$ cat src/rtl/core/mlg_pkg.sv
// ----------------------------------------------------------------------------
// mlg_pkg: shared types, constants and tap table for the LFSR generator
// Holds the request/response words, the cell control structs, the tap table
// and the width decode helpers.
// ----------------------------------------------------------------------------
package mlg_pkg;

   // Largest supported register width (2..64)
   localparam int MAX_WIDTH  = 64;
   localparam int VALUE_BITS = 64;
   localparam int COUNT_BITS = 32;
   localparam int WIDTH_BITS = 7;
   localparam int TAP_BITS   = 7;

   // Operation codes
   localparam logic OP_ADVANCE = 1'b0;
   localparam logic OP_LOAD    = 1'b1;

   typedef struct packed {
      logic                  op;
      logic [VALUE_BITS-1:0] new_seed;
   } req_type;

   typedef struct packed {
      logic [VALUE_BITS-1:0] value;
      logic                  period_done;
      logic [COUNT_BITS-1:0] period_total;
      logic                  seed_rejected;
   } rsp_type;

   // Static per-cell decode of the configured width
   typedef struct packed {
      logic in_range;
      logic is_top;
   } cell_cfg_type;

   // Per-word command broadcast to every cell
   typedef struct packed {
      logic advance;
      logic load;
   } cell_ctl_type;

   // Tap sets, one entry per width starting at width 2; a zero tap is unused
   localparam logic [4*TAP_BITS-1:0] TAP_TABLE [0:62] = '{
      {7'd2,  7'd1,  7'd0,  7'd0},  {7'd3,  7'd2,  7'd0,  7'd0},
      {7'd4,  7'd3,  7'd0,  7'd0},
      {7'd5,  7'd4,  7'd3,  7'd2},  {7'd6,  7'd5,  7'd3,  7'd2},
      {7'd7,  7'd6,  7'd5,  7'd4},  {7'd8,  7'd6,  7'd5,  7'd4},
      {7'd9,  7'd8,  7'd6,  7'd5},  {7'd10, 7'd9,  7'd7,  7'd6},
      {7'd11, 7'd10, 7'd9,  7'd7},  {7'd12, 7'd11, 7'd8,  7'd6},
      {7'd13, 7'd12, 7'd10, 7'd9},  {7'd14, 7'd13, 7'd11, 7'd9},
      {7'd15, 7'd14, 7'd13, 7'd11}, {7'd16, 7'd14, 7'd13, 7'd11},
      {7'd17, 7'd16, 7'd15, 7'd14}, {7'd18, 7'd17, 7'd16, 7'd13},
      {7'd19, 7'd18, 7'd17, 7'd14}, {7'd20, 7'd19, 7'd16, 7'd14},
      {7'd21, 7'd20, 7'd19, 7'd16}, {7'd22, 7'd19, 7'd18, 7'd17},
      {7'd23, 7'd22, 7'd20, 7'd18}, {7'd24, 7'd23, 7'd21, 7'd20},
      {7'd25, 7'd24, 7'd23, 7'd22}, {7'd26, 7'd25, 7'd24, 7'd20},
      {7'd27, 7'd26, 7'd25, 7'd22}, {7'd28, 7'd27, 7'd24, 7'd22},
      {7'd29, 7'd28, 7'd27, 7'd25}, {7'd30, 7'd29, 7'd26, 7'd24},
      {7'd31, 7'd30, 7'd29, 7'd28}, {7'd32, 7'd30, 7'd26, 7'd25},
      {7'd33, 7'd32, 7'd29, 7'd27}, {7'd34, 7'd31, 7'd30, 7'd26},
      {7'd35, 7'd34, 7'd28, 7'd27}, {7'd36, 7'd35, 7'd29, 7'd28},
      {7'd37, 7'd36, 7'd33, 7'd31}, {7'd38, 7'd37, 7'd33, 7'd32},
      {7'd39, 7'd38, 7'd35, 7'd32}, {7'd40, 7'd37, 7'd36, 7'd35},
      {7'd41, 7'd40, 7'd39, 7'd38}, {7'd42, 7'd40, 7'd37, 7'd35},
      {7'd43, 7'd42, 7'd38, 7'd37}, {7'd44, 7'd42, 7'd39, 7'd38},
      {7'd45, 7'd44, 7'd42, 7'd41}, {7'd46, 7'd40, 7'd39, 7'd38},
      {7'd47, 7'd46, 7'd43, 7'd42}, {7'd48, 7'd44, 7'd41, 7'd39},
      {7'd49, 7'd45, 7'd44, 7'd43}, {7'd50, 7'd48, 7'd47, 7'd46},
      {7'd51, 7'd50, 7'd48, 7'd45}, {7'd52, 7'd51, 7'd49, 7'd46},
      {7'd53, 7'd52, 7'd51, 7'd47}, {7'd54, 7'd51, 7'd48, 7'd46},
      {7'd55, 7'd54, 7'd53, 7'd49}, {7'd56, 7'd54, 7'd52, 7'd49},
      {7'd57, 7'd55, 7'd54, 7'd52}, {7'd58, 7'd57, 7'd53, 7'd52},
      {7'd59, 7'd57, 7'd55, 7'd52}, {7'd60, 7'd58, 7'd56, 7'd55},
      {7'd61, 7'd60, 7'd59, 7'd56}, {7'd62, 7'd59, 7'd57, 7'd56},
      {7'd63, 7'd62, 7'd59, 7'd58}, {7'd64, 7'd63, 7'd61, 7'd60}
   };

   // Clamp a written width into 2..MAX_WIDTH
   function automatic logic [WIDTH_BITS-1:0] clamp_width(input logic [WIDTH_BITS-1:0] width);
      logic [WIDTH_BITS-1:0] result;
      result = width;
      if (width < WIDTH_BITS'(2)) result = WIDTH_BITS'(2);
      if (width > WIDTH_BITS'(MAX_WIDTH)) result = WIDTH_BITS'(MAX_WIDTH);
      return result;
   endfunction

   // Register bits read by the taps of a clamped width: tap t reads bit w - t
   function automatic logic [VALUE_BITS-1:0] tap_mask(input logic [WIDTH_BITS-1:0] width);
      logic [WIDTH_BITS-1:0] index;
      logic [4*TAP_BITS-1:0] entry;
      logic [TAP_BITS-1:0]   tap;
      logic [WIDTH_BITS-1:0] pos;
      logic [VALUE_BITS-1:0] mask;
      index = width - WIDTH_BITS'(2);
      entry = TAP_TABLE[index[5:0]];
      mask  = '0;
      for (int k = 0; k < 4; k++) begin
         tap = entry[k*TAP_BITS +: TAP_BITS];
         pos = width - tap;
         if (tap != '0) mask[pos[5:0]] = 1'b1;
      end
      return mask;
   endfunction

   // Bits below the clamped width
   function automatic logic [VALUE_BITS-1:0] width_mask(input logic [WIDTH_BITS-1:0] width);
      logic [VALUE_BITS-1:0] mask;
      for (int i = 0; i < VALUE_BITS; i++) begin
         mask[i] = (WIDTH_BITS'(i) < width);
      end
      return mask;
   endfunction

   // Top bit of the clamped width, which takes the feedback
   function automatic logic [VALUE_BITS-1:0] top_mask(input logic [WIDTH_BITS-1:0] width);
      logic [WIDTH_BITS-1:0] pos;
      logic [VALUE_BITS-1:0] mask;
      pos  = width - WIDTH_BITS'(1);
      mask = '0;
      mask[pos[5:0]] = 1'b1;
      return mask;
   endfunction

endpackage

$ cat src/rtl/core/mlg_cell.sv
// ----------------------------------------------------------------------------
// mlg_cell: one bit of the shift register
// Holds one bit of the running value and one bit of the start value, takes
// its neighbor's bit on an advance and flags whether the advanced bit matches
// the start bit.
// ----------------------------------------------------------------------------
module mlg_cell
   import mlg_pkg::*;
(
   input  logic         clock,
   input  logic         reset,
   input  logic         reset_bit,
   input  cell_cfg_type cfg,
   input  cell_ctl_type ctl,
   input  logic         seed_bit,
   input  logic         upper_bit,
   input  logic         feedback,
   output logic         shift_bit,
   output logic         next_bit,
   output logic         match
);

   logic shift_ff, shift_in;
   logic start_ff, start_in;
   logic adv_bit;
   logic load_bit;

   // Shift from the upper neighbor, top cell takes the feedback, drop bits above width
   assign adv_bit  = cfg.is_top ? feedback : (cfg.in_range & upper_bit);
   assign load_bit = seed_bit & cfg.in_range;

   always_comb begin
      shift_in = shift_ff;
      if (ctl.load) begin
         shift_in = load_bit;
      end else if (ctl.advance) begin
         shift_in = adv_bit;
      end
   end

   assign start_in = ctl.load ? load_bit : start_ff;

   always_ff @(posedge clock) begin
      if (reset) begin
         shift_ff <= reset_bit;
         start_ff <= reset_bit;
      end else begin
         shift_ff <= shift_in;
         start_ff <= start_in;
      end
   end

   assign shift_bit = shift_ff;
   assign next_bit  = shift_in;
   assign match     = (adv_bit == (start_ff & cfg.in_range));

endmodule

$ cat src/rtl/core/mlg_out_buffer.sv
// ----------------------------------------------------------------------------
// mlg_out_buffer: response register with skid stage
// Registers each response word and parks one more word while the consumer
// stalls, so the request side stalls only from a registered flag.
// ----------------------------------------------------------------------------
module mlg_out_buffer
   import mlg_pkg::*;
(
   input  logic    clock,
   input  logic    reset,
   input  logic    word_valid,
   input  rsp_type word_data,
   output logic    full,
   output logic    rsp_valid,
   input  logic    rsp_stall,
   output rsp_type rsp_data
);

   logic    out_valid_ff, out_valid_in;
   rsp_type out_data_ff, out_data_in;
   logic    skid_valid_ff, skid_valid_in;
   rsp_type skid_data_ff, skid_data_in;
   logic    out_free;

   assign out_free = !out_valid_ff || !rsp_stall;

   // Refill the output from the skid first, else from the new word
   always_comb begin
      out_valid_in  = out_valid_ff;
      out_data_in   = out_data_ff;
      skid_valid_in = skid_valid_ff;
      skid_data_in  = skid_data_ff;
      if (out_free) begin
         if (skid_valid_ff) begin
            out_valid_in  = 1'b1;
            out_data_in   = skid_data_ff;
            skid_valid_in = 1'b0;
         end else begin
            out_valid_in  = word_valid;
            out_data_in   = word_data;
         end
      end else if (word_valid) begin
         skid_valid_in = 1'b1;
         skid_data_in  = word_data;
      end
   end

   always_ff @(posedge clock) begin
      if (reset) begin
         out_valid_ff  <= 1'b0;
         skid_valid_ff <= 1'b0;
      end else begin
         out_valid_ff  <= out_valid_in;
         skid_valid_ff <= skid_valid_in;
      end
   end

   // Payload registers need no reset
   always_ff @(posedge clock) begin
      out_data_ff  <= out_data_in;
      skid_data_ff <= skid_data_in;
   end

   assign full      = skid_valid_ff;
   assign rsp_valid = out_valid_ff;
   assign rsp_data  = out_data_ff;

endmodule

$ cat src/rtl/core/max_length_lfsr_generator.sv
// ----------------------------------------------------------------------------
// max_length_lfsr_generator: maximal-length Fibonacci LFSR, 2 to 64 bits
// Row of bit cells with a shared tap parity, period counter and response
// buffer.
// ----------------------------------------------------------------------------
// The generator takes one request word per clock while req_stall is low and
// returns one response word for each from the response register. An advance word
// shifts the register right one bit with the tap parity entering the top bit
// of the configured width; a load word sets a new start value (masked to the
// width) unless it masks to zero, in which case it is rejected and nothing
// changes. Each advance that lands on the start value bumps a saturating
// 32-bit period count. The whole step is one pass through the row of 64 bit
// cells plus a 64-bit match reduction and a 32-bit increment, which sets the
// rate of one word per cycle. A skid stage absorbs one word when the consumer
// stalls, so req_stall rises only once that stage is occupied. The width
// register is decoded into tap, width and top-bit masks when written; write
// it only while no word is in flight. Widths below 2 act as 2.
// ----------------------------------------------------------------------------
module max_length_lfsr_generator
   import mlg_pkg::*;
(
   input  logic                  clock,
   input  logic                  reset,
   input  logic                  req_valid,
   output logic                  req_stall,
   input  req_type               req_data,
   output logic                  rsp_valid,
   input  logic                  rsp_stall,
   output rsp_type               rsp_data,
   input  logic                  csr_valid,
   output logic                  csr_ready,
   input  logic [WIDTH_BITS-1:0] csr_data
);

   logic [VALUE_BITS-1:0] tap_mask_ff, tap_mask_in;
   logic [VALUE_BITS-1:0] width_mask_ff, width_mask_in;
   logic [VALUE_BITS-1:0] top_mask_ff, top_mask_in;
   logic [COUNT_BITS-1:0] count_ff, count_in;
   logic [WIDTH_BITS-1:0] width_clamped;

   logic                  accept;
   logic                  seed_nonzero;
   logic                  feedback;
   logic                  period_done;
   cell_ctl_type          ctl;
   logic [VALUE_BITS-1:0] shift_vec;
   logic [VALUE_BITS-1:0] next_vec;
   logic [VALUE_BITS-1:0] match_vec;
   rsp_type               word;
   logic                  buffer_full;

   assign csr_ready = 1'b1;
   assign accept    = req_valid && !req_stall;
   assign req_stall = buffer_full;

   // Decode the width once per write
   assign width_clamped = clamp_width(csr_data);
   assign tap_mask_in   = (csr_valid && csr_ready) ? tap_mask(width_clamped) : tap_mask_ff;
   assign width_mask_in = (csr_valid && csr_ready) ? width_mask(width_clamped) : width_mask_ff;
   assign top_mask_in   = (csr_valid && csr_ready) ? top_mask(width_clamped) : top_mask_ff;

   always_ff @(posedge clock) begin
      if (reset) begin
         tap_mask_ff   <= tap_mask(WIDTH_BITS'(MAX_WIDTH));
         width_mask_ff <= width_mask(WIDTH_BITS'(MAX_WIDTH));
         top_mask_ff   <= top_mask(WIDTH_BITS'(MAX_WIDTH));
      end else begin
         tap_mask_ff   <= tap_mask_in;
         width_mask_ff <= width_mask_in;
         top_mask_ff   <= top_mask_in;
      end
   end

   // Command to the cells: reject a seed that masks to zero
   assign seed_nonzero = |(req_data.new_seed & width_mask_ff);
   assign ctl.advance  = accept && (req_data.op == OP_ADVANCE);
   assign ctl.load     = accept && (req_data.op == OP_LOAD) && seed_nonzero;

   // Tap parity over the current register
   assign feedback = ^(shift_vec & tap_mask_ff);

   // Row of bit cells, each taking its upper neighbor's bit
   for (genvar i = 0; i < VALUE_BITS; i++) begin : g_cell
      cell_cfg_type cfg;
      logic         upper;
      assign cfg.in_range = width_mask_ff[i];
      assign cfg.is_top   = top_mask_ff[i];
      if (i == VALUE_BITS - 1) begin : g_top
         assign upper = 1'b0;
      end else begin : g_mid
         assign upper = shift_vec[i+1];
      end
      mlg_cell u_cell (
         .clock     (clock),
         .reset     (reset),
         .reset_bit (i == 0),
         .cfg       (cfg),
         .ctl       (ctl),
         .seed_bit  (req_data.new_seed[i]),
         .upper_bit (upper),
         .feedback  (feedback),
         .shift_bit (shift_vec[i]),
         .next_bit  (next_vec[i]),
         .match     (match_vec[i])
      );
   end

   // Count completed periods, hold at all ones
   assign period_done = ctl.advance && (&match_vec);
   assign count_in    = (period_done && (count_ff != '1)) ? count_ff + COUNT_BITS'(1) : count_ff;

   always_ff @(posedge clock) begin
      if (reset) begin
         count_ff <= '0;
      end else begin
         count_ff <= count_in;
      end
   end

   // Assemble the response word
   always_comb begin
      word.value         = next_vec;
      word.period_done   = period_done;
      word.period_total  = count_in;
      word.seed_rejected = accept && (req_data.op == OP_LOAD) && !seed_nonzero;
   end

   mlg_out_buffer u_out_buffer (
      .clock      (clock),
      .reset      (reset),
      .word_valid (accept),
      .word_data  (word),
      .full       (buffer_full),
      .rsp_valid  (rsp_valid),
      .rsp_stall  (rsp_stall),
      .rsp_data   (rsp_data)
   );

endmodule

$ cat config.mk
export PLATFORM = sky130hd
export DESIGN_NAME = max_length_lfsr_generator
export DESIGN_NICKNAME = d
export VERILOG_FILES = /design/src/rtl/core/mlg_pkg.sv /design/src/rtl/core/mlg_cell.sv /design/src/rtl/core/mlg_out_buffer.sv /design/src/rtl/core/max_length_lfsr_generator.sv
export SDC_FILE = /design/constraint.sdc
export NUM_CORES = 1
export LEC_CHECK = 0
export ABC_CLOCK_PERIOD_IN_PS = 29600
export BUFFER_PORTS_ARGS = -buffer_cell sky130_fd_sc_hd__buf_2
export CAP_MARGIN = 15
export CORE_UTILIZATION = 44
export DETAILED_ROUTE_END_ITERATION = 16
export PLACE_DENSITY = 0.61
export RECOVER_POWER = 100
export SYNTH_ARGS = -nofsm -noshare
export SYNTH_HDL_FRONTEND = slang
export SYNTH_SLANG_ARGS = --single-unit
$ cat constraint.sdc
create_clock -name clock -period 29.6 [get_ports clock]
set_input_delay 8.88 -clock clock [delete_from_list [all_inputs] [get_ports clock]]
set_output_delay 8.88 -clock clock [all_outputs]
set_load 0.1 [all_outputs]
==> impl_table.tex <==
\begin{tabular}{lr}
\hline
Metric & Value \\
\hline
\multicolumn{2}{l}{\textbf{Yosys}} \\
Simple-gate share of the synthesized area & 19.5\% \\
Area share of the leading cell type in the synthesized netlist & 24.7\% \\
Share of flip-flops with an asynchronous set or reset & 0\% \\
Flops \& latches, synth & 550 \\
Leading post-synthesis cells by cell area & sky130\_fd\_sc\_hd\_\_dfxtp\_1 (25\%), sky130\_fd\_sc\_hd\_\_edfxtp\_1 (21\%), sky130\_fd\_sc\_hd\_\_nor2\_1 (5.6\%) \\
Most used flip-flop cell after synthesis & sky130\_fd\_sc\_hd\_\_dfxtp\_1 \\
Netlist Area Pre-Place & 28700 sq um \\
Total of warnings raised by yosys & 0 \\
Post-synth net total & 3307 \\
Multiplexer area fraction after synthesis & 4.31\% \\
Leading cell type by number of instances after synthesis & sky130\_fd\_sc\_hd\_\_nor2\_1 \\
Cell count after synthesis & 3190 \\
Combinational family with the most area after synthesis & simple AND/OR/NAND/NOR gates \\
Register area share after synthesis & 45.2\% \\
Commonest cells post-synth & sky130\_fd\_sc\_hd\_\_nor2\_1 (429), sky130\_fd\_sc\_hd\_\_dfxtp\_1 (354), sky130\_fd\_sc\_hd\_\_nand2\_1 (354), sky130\_fd\_sc\_hd\_\_a21oi\_1 (220), sky130\_fd\_sc\_hd\_\_edfxtp\_1 (196) \\
Complex-gate fraction of the synthesized area & 19.0\% \\
Number of flops mapped to enable cells by yosys & 196 \\
Xor/xnor share of the synthesized area & 6.99\% \\
Adder and majority gate portion of the synthesized area & 1.82\% \\
Unique cell type count in the Yosys netlist & 67 \\
Post-synthesis area per instance & 9.00 sq um \\
Cell accounting for the most synthesized area & sky130\_fd\_sc\_hd\_\_dfxtp\_1 \\
\multicolumn{2}{l}{\textbf{STA}} \\
Setup clock skew after layout & 32.7 ps \\
\# setup viols final & 0 \\
Portion of the clock cycle consumed by the worst path in the final layout & 63.7\% \\
Post-route setup TNS & 0 ps \\
Highest achievable clock rate & 53.0 MHz \\
Relative slew slack & -341\% \\
Number of failing hold endpoints at the final stage & 0 \\
Unrepaired setup endpoints after global routing & false \\
Post-route minimum period & 18870 ps \\
Transition time at the pin with the least slew margin & 6610 ps \\
Number of slew-limit violations in the final report & 876 \\
\multicolumn{2}{l}{\textbf{Setup path}} \\
Startpoint Class & primary input \\
Worst setup path startpoint & req\_data[48] \\
Critical path type & primary input to register \\
Critical path's most frequent cell & sky130\_fd\_sc\_hd\_\_clkbuf\_1 \\
Worst flop-to-flop path endpoint & u\_out\_buffer.rsp\_data[67]\$\_DFFE\_PP\_ \\
Master of the slowest instance on the critical path & sky130\_fd\_sc\_hd\_\_clkbuf\_1 \\
Data arrival time of the critical path & 19260 ps \\
Worst-case register-to-register setup slack & 18650 ps \\
Largest fanout on the critical path & 79 \\
Critical Path Sink & u\_out\_buffer.rsp\_data[67]\$\_DFFE\_PP\_ \\
Cell-by-cell listing of the critical path & clkbuf\_1 -> nand2\_1 -> nand4\_1 -> nor4\_1 -> nand4\_1 -> nand3\_4 -> clkbuf\_1 -> clkbuf\_1 -> clkbuf\_1 -> o21ai\_0 -> mux2\_2 \\
Reg2Reg Launch Point & width\_mask\_ff[51]\$\_SDFFE\_PP1P\_ \\
Delay of the slowest cell on the worst path & 2710 ps \\
Total buffers and inverters traversed by the critical path & 4 \\
Kind of cell adding the most delay to the critical path & buffers and inverters \\
Depth of the most critical reg-to-reg path & 10 \\
Number of stages on the worst setup path & 11 \\
Type of element capturing the critical path & register \\
Data required time of the critical path & 29990 ps \\
\multicolumn{2}{l}{\textbf{Global routing}} \\
Met1 Use GR & 48.3\% \\
Antenna violations before repair & 1 \\
Remaining global-route overflow & 0 \\
Routing usage on met2 & 57.2\% \\
First-pass GRT wire length & 176000 um \\
Most used routing layer in global routing & met2 \\
GRT met3 Usage & 6.57\% \\
Total track usage & 36.6\% \\
Largest net degree at the start of global routing & 168 \\
Number of global-route vias before repair & 24522 \\
\multicolumn{2}{l}{\textbf{Clocking}} \\
CTS tree & yes \\
Clock input transition at the sequential cells of the worst setup and hold paths & 60 ps \\
TritonCTS buffer count & 59 \\
Number of levels the H-tree was split into & 2 \\
Clock latency on the worst-skew pair & 650 ps \\
Cts hold-fix bufs & 0 \\
Number of buffers added for setup after CTS & 0 \\
Maximum clock insertion buffer count & 3 \\
Resized Gates After CTS & 0 \\
Clock Sink Count & 550 \\
CTS root buffer & sky130\_fd\_sc\_hd\_\_clkbuf\_16 \\
\multicolumn{2}{l}{\textbf{Detailed routing}} \\
Count of vias placed by the detailed router & 26416 \\
DRC violation count after routing & 0 \\
Detailed-router iteration count before antenna repair & 6 \\
Avg WL per Cell & 29.6 um \\
Number of nets still failing antenna checks after routing & 0 \\
Detailed-route wire length & 124000 um \\
Iteration-0 DRC count of the detailed router & 3250 \\
Detail-routed via count per cell & 6.29 \\
\multicolumn{2}{l}{\textbf{Power}} \\
Leak & 12.6 nW \\
PD cells & 76.3 nW/um\^{}2 \\
Max IR drop VDD & 0.0735 mV \\
Overall power & 0.00246 W \\
\multicolumn{2}{l}{\textbf{Placement}} \\
Total half-perimeter wirelength after legalization and detailed placement & 92600 um \\
Number of buffers added on ports & 176 \\
Routability congestion estimate & 1.05 \\
\multicolumn{2}{l}{\textbf{Final layout}} \\
\# fillers & 6244 \\
Layout area overhead & 12.4\% \\
Total Nets Final & 3410 \\
Share of layout cells above drive strength 1 & 9.52\% \\
\multicolumn{2}{l}{\textbf{Die}} \\
Placement row count & 93 \\
Io pins & 178 \\
Die width & 257 um \\
Total core area & 64500 sq um \\
Starting utilization of the core area & 44.5\% \\
Total Die Area & 66300 sq um \\
Die outline height & 257 um \\
\multicolumn{2}{l}{\textbf{Run status}} \\
Violations in the final reports & max-capacitance violations, max-slew violations \\
Run status & finished with violations \\
\multicolumn{2}{l}{\textbf{Hold path}} \\
Worst hold path class & register to register \\
\multicolumn{2}{l}{\textbf{Flow run}} \\
Number of maximum-capacitance constraint violations & 15 \\
\hline
\end{tabular}
-- through the flow --
step	setup WS, ps	util, %	instances	hold slack (ps)	area (sq um)
floorplan	13580	-	3190	454	28700
global placement	13910	47.2	4085	467	30400
detailed placement	13680	47.2	4085	466	30400
CTS	14350	50.4	4195	478	32500
global route	10330	50.1	4197	496	32300
finish	10730	50.1	4198	479	32300
-- cell type report --
class | instances | area [sq um] | share of cell area, %
Timing Repair Buffer | 219 | 1040 | 3.23
Multi-Input combinational cell | 2401 | 14900 | 46.2
Inverter | 62 | 234 | 0.725
Antenna cell | 1 | 2.50 | 0.00775
Clock buffer | 75 | 1670 | 5.17
Clock inverter | 35 | 380 | 1.18
Tap cell | 855 | 1070 | 3.32
Sequential cell | 550 | 13000 | 40.2
-- layer usage --
metal  wire [um]  share of wire [%]  up-vias
met1       51000                 41    13014
met2       55400                 45     1387
met3       10600                8.5      297
met5           0                  0        -
li1            -                  -    11718
met4        7210                5.8        0
-- report_power, final --
group,internal [W],switching [W]
Sequential,0.000833,0.0000508
Clock,0.000452,0.000328
Combinational,0.000223,0.000573
-- logic make-up (layout without fill, tap and decap cells) --
kind of cell	after synthesis	in the layout
buffers and inverters	239	391
adder cells (fa/ha/maj)	40	40
flip-flops	550	550
multiplexers	110	110
AND/OR/NAND/NOR	1235	1235
AO/OA/AOI/OAI	804	804
XOR/XNOR	211	211
other	1	2
-- cell usage in the layout, fill, tap and decap left out, drive strengths merged, types with 114 or more instances in the layout --
| master | synthesis | layout |
|---|---|---|
| edfxtp | 196 | 196 |
| nor2 | 429 | 429 |
| xor2 | 119 | 119 |
| a22oi | 138 | 138 |
| nor3 | 114 | 114 |
| nand2 | 354 | 354 |
| a21oi | 220 | 220 |
| dfxtp | 354 | 354 |
| clkbuf | 160 | 194 |
| nor2b | 171 | 171 |
-- worst min-delay path by stage --
stage	from	end	slack, ps	depth (start not counted)
2_1_floorplan	tap_mask_ff[10]$_SDFFE_PP0P_	tap_mask_ff[10]$_SDFFE_PP0P_	450	2
3_3_place_gp	tap_mask_ff[23]$_SDFFE_PP0P_	tap_mask_ff[23]$_SDFFE_PP0P_	470	2
3_5_place_dp	tap_mask_ff[9]$_SDFFE_PP0P_	tap_mask_ff[9]$_SDFFE_PP0P_	470	2
4_1_cts	tap_mask_ff[9]$_SDFFE_PP0P_	tap_mask_ff[9]$_SDFFE_PP0P_	480	2
5_1_grt	tap_mask_ff[19]$_SDFFE_PP0P_	tap_mask_ff[19]$_SDFFE_PP0P_	500	2
6_report	tap_mask_ff[9]$_SDFFE_PP0P_	tap_mask_ff[9]$_SDFFE_PP0P_	480	2
-- worst register-to-register path, stage by stage, from the launching register on --
cell and delay (ps):
sky130_fd_sc_hd__dfxtp_1 450, sky130_fd_sc_hd__nand2_1 330, sky130_fd_sc_hd__nand4_1 280, sky130_fd_sc_hd__nor4_1 620
sky130_fd_sc_hd__nand4_1 440, sky130_fd_sc_hd__nand3_4 200, sky130_fd_sc_hd__clkbuf_1 2090, sky130_fd_sc_hd__clkbuf_1 2730
sky130_fd_sc_hd__clkbuf_1 2180, sky130_fd_sc_hd__o21ai_0 890, sky130_fd_sc_hd__mux2_2 510
-- flip-flops by register name, summed over array words and instances, names as in the netlist, 32 cells and up --
register	count
width_mask_ff	64
u_out_buffer.rsp_data	98
u_out_buffer.skid_data_ff	98
g_cell.u_cell.shift_bit	64
top_mask_ff	64
count_ff	32
tap_mask_ff	64
g_cell.u_cell.start_ff	64
No activity file was read; power rests on OpenSTA's default activity.
